===== src/rtl/phw_pkg.sv =====
`timescale 1ns / 1ps
package phw_pkg;

  typedef struct packed {
    logic [7:0] data_byte;
    logic       end_of_packet;
  } in_item_t;

  typedef struct packed {
    logic [3:0]  record_kind;
    logic [10:0] record_offset;
    logic [11:0] record_length;
    logic [15:0] next_protocol;
    logic        truncated;
    logic        last_record;
  } out_item_t;

  // Byte slots fetched around the current header before it is decoded.
  localparam logic [2:0] SL_B0  = 3'd0;
  localparam logic [2:0] SL_B2  = 3'd1;
  localparam logic [2:0] SL_B3  = 3'd2;
  localparam logic [2:0] SL_B4  = 3'd3;
  localparam logic [2:0] SL_B9  = 3'd4;
  localparam logic [2:0] SL_B12 = 3'd5;
  localparam logic [2:0] SL_B13 = 3'd6;
  localparam int FETCH_SLOTS = 7;

  typedef struct packed {
    logic       load;
    logic       rd_en;
    logic [2:0] rd_sel;
    logic       emit;
  } dp_cmd_t;

  typedef struct packed {
    logic slot_free;
    logic walk_end;
  } dp_stat_t;

  localparam logic [3:0] K_ETH  = 4'd0;
  localparam logic [3:0] K_VLAN = 4'd1;
  localparam logic [3:0] K_MPLS = 4'd2;
  localparam logic [3:0] K_PW   = 4'd3;
  localparam logic [3:0] K_ARP  = 4'd4;
  localparam logic [3:0] K_IP   = 4'd5;
  localparam logic [3:0] K_GRE  = 4'd6;
  localparam logic [3:0] K_ICMP = 4'd7;
  localparam logic [3:0] K_TCP  = 4'd8;
  localparam logic [3:0] K_UDP  = 4'd9;
  localparam logic [3:0] K_PAY  = 4'd10;

  localparam logic [15:0] ETYPE_IPV4    = 16'h0800;
  localparam logic [15:0] ETYPE_ARP     = 16'h0806;
  localparam logic [15:0] ETYPE_VLAN    = 16'h8100;
  localparam logic [15:0] ETYPE_MPLS_UC = 16'h8847;
  localparam logic [15:0] ETYPE_MPLS_MC = 16'h8848;
  localparam logic [15:0] ETYPE_IPV6    = 16'h86DD;

  localparam logic [15:0] PROTO_ICMP = 16'd1;
  localparam logic [15:0] PROTO_IPIP = 16'd4;
  localparam logic [15:0] PROTO_TCP  = 16'd6;
  localparam logic [15:0] PROTO_UDP  = 16'd17;
  localparam logic [15:0] PROTO_GRE  = 16'd47;

  localparam logic [3:0] NIB_IPV4 = 4'd4;
  localparam logic [3:0] NIB_IPV6 = 4'd6;

  function automatic logic [3:0] fetch_rel(input logic [2:0] sel);
    logic [3:0] r;
    case (sel)
      SL_B0:   r = 4'd0;
      SL_B2:   r = 4'd2;
      SL_B3:   r = 4'd3;
      SL_B4:   r = 4'd4;
      SL_B9:   r = 4'd9;
      SL_B12:  r = 4'd12;
      SL_B13:  r = 4'd13;
      default: r = 4'd0;
    endcase
    return r;
  endfunction

endpackage


===== src/rtl/phw_ctrl.sv =====
`timescale 1ns / 1ps
module phw_ctrl (
  input  logic              clk,
  input  logic              rst_n,
  input  logic              in_valid,
  input  logic              in_eop,
  output logic              in_ready,
  input  phw_pkg::dp_stat_t stat,
  output phw_pkg::dp_cmd_t  cmd
);
  import phw_pkg::*;

  typedef enum logic [3:0] {
    S_LOAD   = 4'b0001,
    S_FETCH  = 4'b0010,
    S_WAIT   = 4'b0100,
    S_DECIDE = 4'b1000
  } state_t;

  state_t     state_r, state_nxt;
  logic [2:0] k_r, k_nxt;

  assign in_ready = (state_r == S_LOAD);

  always_comb begin
    state_nxt  = state_r;
    k_nxt      = k_r;
    cmd        = '0;
    cmd.rd_sel = k_r;
    case (state_r)
      S_LOAD: begin
        cmd.load = in_valid;
        k_nxt    = '0;
        if (in_valid && in_eop) begin
          state_nxt = S_FETCH;
        end
      end
      S_FETCH: begin
        cmd.rd_en = 1'b1;
        k_nxt     = k_r + 3'd1;
        if (k_r == 3'(FETCH_SLOTS - 1)) begin
          state_nxt = S_WAIT;
        end
      end
      S_WAIT: begin
        state_nxt = S_DECIDE;
      end
      S_DECIDE: begin
        k_nxt = '0;
        if (stat.slot_free) begin
          cmd.emit  = 1'b1;
          state_nxt = stat.walk_end ? S_LOAD : S_FETCH;
        end
      end
      default: begin
        state_nxt = S_LOAD;
      end
    endcase
  end

  always_ff @(posedge clk) begin
    if (!rst_n) begin
      state_r <= S_LOAD;
      k_r     <= '0;
    end else begin
      state_r <= state_nxt;
      k_r     <= k_nxt;
    end
  end

endmodule


===== config.mk =====
export PLATFORM = sky130hd
export DESIGN_NAME = phw_ctrl
export DESIGN_NICKNAME = d
export VERILOG_FILES = /design/src/rtl/phw_pkg.sv /design/src/rtl/phw_ctrl.sv
export SDC_FILE = /design/constraint.sdc
export NUM_CORES = 1
export LEC_CHECK = 0
export BUFFER_PORTS_ARGS = -buffer_cell sky130_fd_sc_hd__buf_2
export CAP_MARGIN = 20
export CORE_AREA = 2 2 39 41
export DETAILED_ROUTE_END_ITERATION = 7
export DIE_AREA = 0 0 41 43
export GPL_TIMING_DRIVEN = 0
export HOLD_SLACK_MARGIN = 0.12
export PLACE_DENSITY_LB_ADDON = 0.25
export SKIP_CTS_REPAIR_TIMING = 1
export SYNTH_ARGS = -nofsm -noshare
export SYNTH_HDL_FRONTEND = slang
export SYNTH_SLANG_ARGS = --single-unit

===== constraint.sdc =====
create_clock -name clk -period 1.6 [get_ports clk]
set_input_delay 0.16 -clock clk [delete_from_list [all_inputs] [get_ports clk]]
set_output_delay 0.16 -clock clk [all_outputs]
set_load 0.005 [all_outputs]

# Word level (Yosys, flattened, before mapping)
# Index checks and enable logic that the tools add are counted.
# totals
in_bits,6
ff_bits,7
output_inout_bits,7
elab_cells,25
# classes
eq_ne,8
mux,10
n_reduce_logical,4
addsub,1
# op_table
op,count
$pmux 4 s4,1
$mux 4,3
$pmux 3 s2,1
$eq 4x1->1 const B,1
$eq 4x2->1 const B,1
$eq 4x3->1 const B,1
$eq 4x4->1 const B,1
$mux 1,4
$ne 2x2->1 const B,2
$add 3x1->3 const B,1
$eq 3x3->1 const B,1
$reduce_and 3->1,1
$mux 2,1
$ne 2x1->1 const B,1
$reduce_bool 2->1,1
$reduce_or 2->1,1
$logic_and 1x1->1,1

# Logic depth before layout (Yosys ltp)
# logic_depth
word_depth,3
ltp_mapped,6

# Worst setup path after synthesis
# OpenSTA, ideal clock, no wires.
# synth_timing
kind,flip-flop to flip-flop
start,register state_r[2]
end,register state_r[1]
slack_ns,0.285
period_less_slack_ns,1.315
arrival_ns,1.200
t_required_ns,1.485
path_stages_with_launch,6
setup_time_ns,0.115
path_buffers,1
path_cell_list,dfxtp_1 > buf_6 > nor4b_4 > a32o_2 > or2b_1 > a21oi_2
# synth_via
elab_chain_len,3
elab_cells_between_ends,9
cone_classes,7 x eq/ne; 1 x mux; 1 x reduce/logical
# synth_rtl
item,line,text
start: declaration,phw_ctrl.sv:20,"state_t state_r, state_nxt;"
start signal: assignment,phw_ctrl.sv:66,state_r <= state_nxt;
$eq 4x2->1 (tied with other cells),phw_ctrl.sv:30,case (state_r)
$ne 2x2->1 (no line) or $ne 2x1->1 (tied branches),-,
$reduce_and 3->1 (no line),-,
# Several ways; a longest one is shown, not always the timed one.
# A chain may end at the register's enable or synchronous reset.

==> out/results.txt <==
Library cells used by synthesis = 27
R2R depth = 6
Design Area, Final = 569 µm²
WL final = 859 µm
Syn_area_per_cell = 8.96 µm²
Seq cells post-synth = 7
Vias in the first global route = 339
Hold Path End = state_r[0]$_SDFFE_PN1P_
CTS Buf Count = 3
P_leak = 0.258 nW
Reg2Reg Setup Slack = 0.09 ns
H-Tree Level Count = 1
Worst slew pin tran = 0.409 ns
Fraction of layout cells with a size suffix above 1 = 36.8%
First-pass DRT Iterations = 4
Worst Min Path Start = rst_n
Critical Path End Type = output pin
WL/cell = 10.2 µm
Crit start category = flip-flop
Fmax = 644 MHz
Num rows = 14
Vias per cell = 4.64
Clock sink total = 7
Clk Latency, worst-skew pair = 0.25 ns
Placed cells = 78
Die area = 1760 µm²
First-pass GRT wire length = 1440 µm
Final setup vio count = 0
Peak supply drop = 0.532 mV
Core region area = 1380 µm²
Final worst path period share = 97.1%
Worst R2R End = state_r[1]$_SDFFE_PN0P_
WP data arrival = 1.39 ns
Worst Skew = 0.00640 ns
Critical path required time = 1.44 ns
Pwr per Cell Area = 1300 nW/µm²
I/O Pins = 13
GRT met3 Usage = 3.14%
Global Route met2 Usage = 16.3%
Global routing's busiest layer = met2
Design Power = 0.741 mW
Crit path buf inv count = 3
Starting DRT DRC Count = 4
GR Layer Usage met1 = 16.2%
Synth Instances = 50
Final hold vios = 0
Root buffer cell = clkbuf_4
Crit Path Class = reg -> out
Number of max-slew violations in the final report = 0
Final nets = 77
Slowest CP cell = nor4b_4
DRC Markers = 0
Diode count = 0
Layout area overhead = 27.1%
Net Count, Synth = 58
Cell family with most CP delay = simple AND/OR/NAND/NOR gates
Syn Std Cell Area = 448 µm²
Post-DP HPWL = 632 µm
Die Height = 43 µm
Fin crit period = 1.55 ns
Yosys warnings = 0
RSZ-0062 raised after global routing = false
Routability cong. = 0.702
Seq/Total Area, Yosys = 31.3%
Final std cells w/o fill = 84
Clk buf depth = 2
Hold-critical path depth = 2
Outcome = finished clean
Reg-to-Reg Start = state_r[3]$_SDFFE_PN0P_
Crit path cell chain = buf_6 -> nor4b_4 -> buf_4 -> buf_2
Die width = 41 µm
Crit-path max cell delay = 0.44 ns
DP Area = 528 µm²
Initial antenna violation count = 0
Final ANT Viol Nets = 0
CTS tree = done
Initial Util = 32.4%
Worst Path Max Fanout = 7
Fin Hold WS = 0.155 ns
Largest net degree at the start of global routing = 9
Layout Utilization = 41.1%
CTS clk-pin slew, worst paths = 0.05 ns
Number of port buffers = 12
Vias = 390
GRT overflow = 0
Number of max-cap violations = 0
Tightest Hold Check Type = in -> reg
Total GRT Usage = 12.4%
Max-slew headroom = 72.6%
stage by stage:
step           setup TNS (ns)  worst slack [ns]
2_1_floorplan               0             0.285
4_1_cts               -0.0584           -0.0584
6_report                    0            0.0463
3_5_place_dp                0             0.135
3_3_place_gp                0             0.126
5_1_grt                     0           0.00121
cells in the final DEF, fill, tap and decap left out:
| cell type | count |
|---|---|
| o21ai_0 | 2 |
| buf_6 | 2 |
| inv_1 | 3 |
| and3_1 | 1 |
| mux2i_1 | 1 |
| a31o_1 | 1 |
| ha_1 | 2 |
| a211o_1 | 1 |
| dfxtp_1 | 7 |
| xor2_1 | 1 |
| nor4b_4 | 1 |
| a211oi_1 | 1 |
| buf_4 | 3 |
| clkbuf_1 | 1 |
| nor2b_1 | 2 |
| o21ai_2 | 1 |
| nor3b_1 | 1 |
| or2b_1 | 1 |
| a32o_2 | 1 |
| o21a_1 | 1 |
| nand2_1 | 6 |
| nor4b_1 | 1 |
| buf_2 | 12 |
| a21oi_2 | 1 |
| nor4b_2 | 1 |
| xnor2_1 | 1 |
| nor2_1 | 6 |
| nand3_1 | 2 |
| and2_1 | 1 |
| clkbuf_4 | 3 |
worst max-delay path by stage:
| stage | startpoint | endpoint | slack [ns] | cells after the start |
|---|---|---|---|---|
| floorplan | state_r[2]$_SDFFE_PN0P_ | state_r[1]$_SDFFE_PN0P_ | 0.28 | 5 |
| global placement | state_r[2]$_SDFFE_PN0P_ | state_r[1]$_SDFFE_PN0P_ | 0.13 | 5 |
| detailed placement | state_r[2]$_SDFFE_PN0P_ | state_r[1]$_SDFFE_PN0P_ | 0.13 | 5 |
| CTS | state_r[2]$_SDFFE_PN0P_ | cmd[4] | -0.06 | 4 |
| global route | state_r[3]$_SDFFE_PN0P_ | cmd[4] | 0.001 | 4 |
| finish | state_r[3]$_SDFFE_PN0P_ | cmd[4] | 0.05 | 4 |
flip-flops by register name, indices dropped and copies added, names as in the netlist:
register	flops
state_r	4
k_r	3
logic make-up (layout without fill, tap and decap cells):
| family | after synthesis | count (layout) | synth area share [%] |
|---|---|---|---|
| and+or+nand+nor | 23 | 23 | 31.8 |
| AOI/OAI and AO/OA | 9 | 9 | 15.9 |
| DFF | 7 | 7 | 31.3 |
| buffers and inverters | 6 | 24 | 9.22 |
| adders and majority gates | 2 | 2 | 5.59 |
| xor gates and xnor gates | 2 | 2 | 3.91 |
| muxes | 1 | 1 | 2.23 |
report_power, final:
group | internal, mW | leakage (nW) | switching [mW]
clock | 0.0951 | 0.0150 | 0.0631
sequential | 0.204 | 0.0569 | 0.0466
combinational | 0.178 | 0.186 | 0.155
total | 0.476 | 0.258 | 0.265
worst reg2reg max path, delay by kind of cell, from the launching register on:
family	cells	cell delay, ns
flops	1	0.30
compound gates	2	0.22
buf+inv	2	0.31
simple gates	2	0.56
synth_stat cells:
cell,instances,area [µm²]
nor4b_4,1,23.8
nor4b_2,1,15.0
a21oi_2,1,8.76
mux2i_1,1,10.0
a211oi_1,1,7.51
nand2_1,6,22.5
or2b_1,1,7.51
a31o_1,1,8.76
nor2b_1,2,12.5
nand3_1,2,10.0
ha_1,2,25.0
nor3b_1,1,7.51
o21a_1,1,7.51
inv_1,3,11.3
buf_4,1,7.51
buf_6,2,22.5
o21ai_0,2,10.0
dfxtp_1,7,140
nor2_1,6,22.5
xor2_1,1,8.76
a211o_1,1,8.76
and2_1,1,6.26
xnor2_1,1,8.76
a32o_2,1,11.3
nor4b_1,1,8.76
and3_1,1,6.26
o21ai_2,1,8.76
cell type report:
| class | count | area (µm²) |
|---|---|---|
| buffer | 3 | 30.0 |
| clock buffer | 4 | 26.3 |
| fill | 145 | 815 |
| inverter | 3 | 11.3 |
| multi-input combinational | 37 | 267 |
| sequential | 7 | 140 |
| tap | 16 | 20.0 |
| timing repair buffer | 14 | 75.1 |
per-layer routing:
layer / share of wire [%] / vias up
met3: 5.6 / 2
met1: 45 / 174
met4: 1.2 / 0
met2: 48 / 8
li1: - / 206
met5: 0 / -
Note: power is estimated with default switching activity, not from simulation.
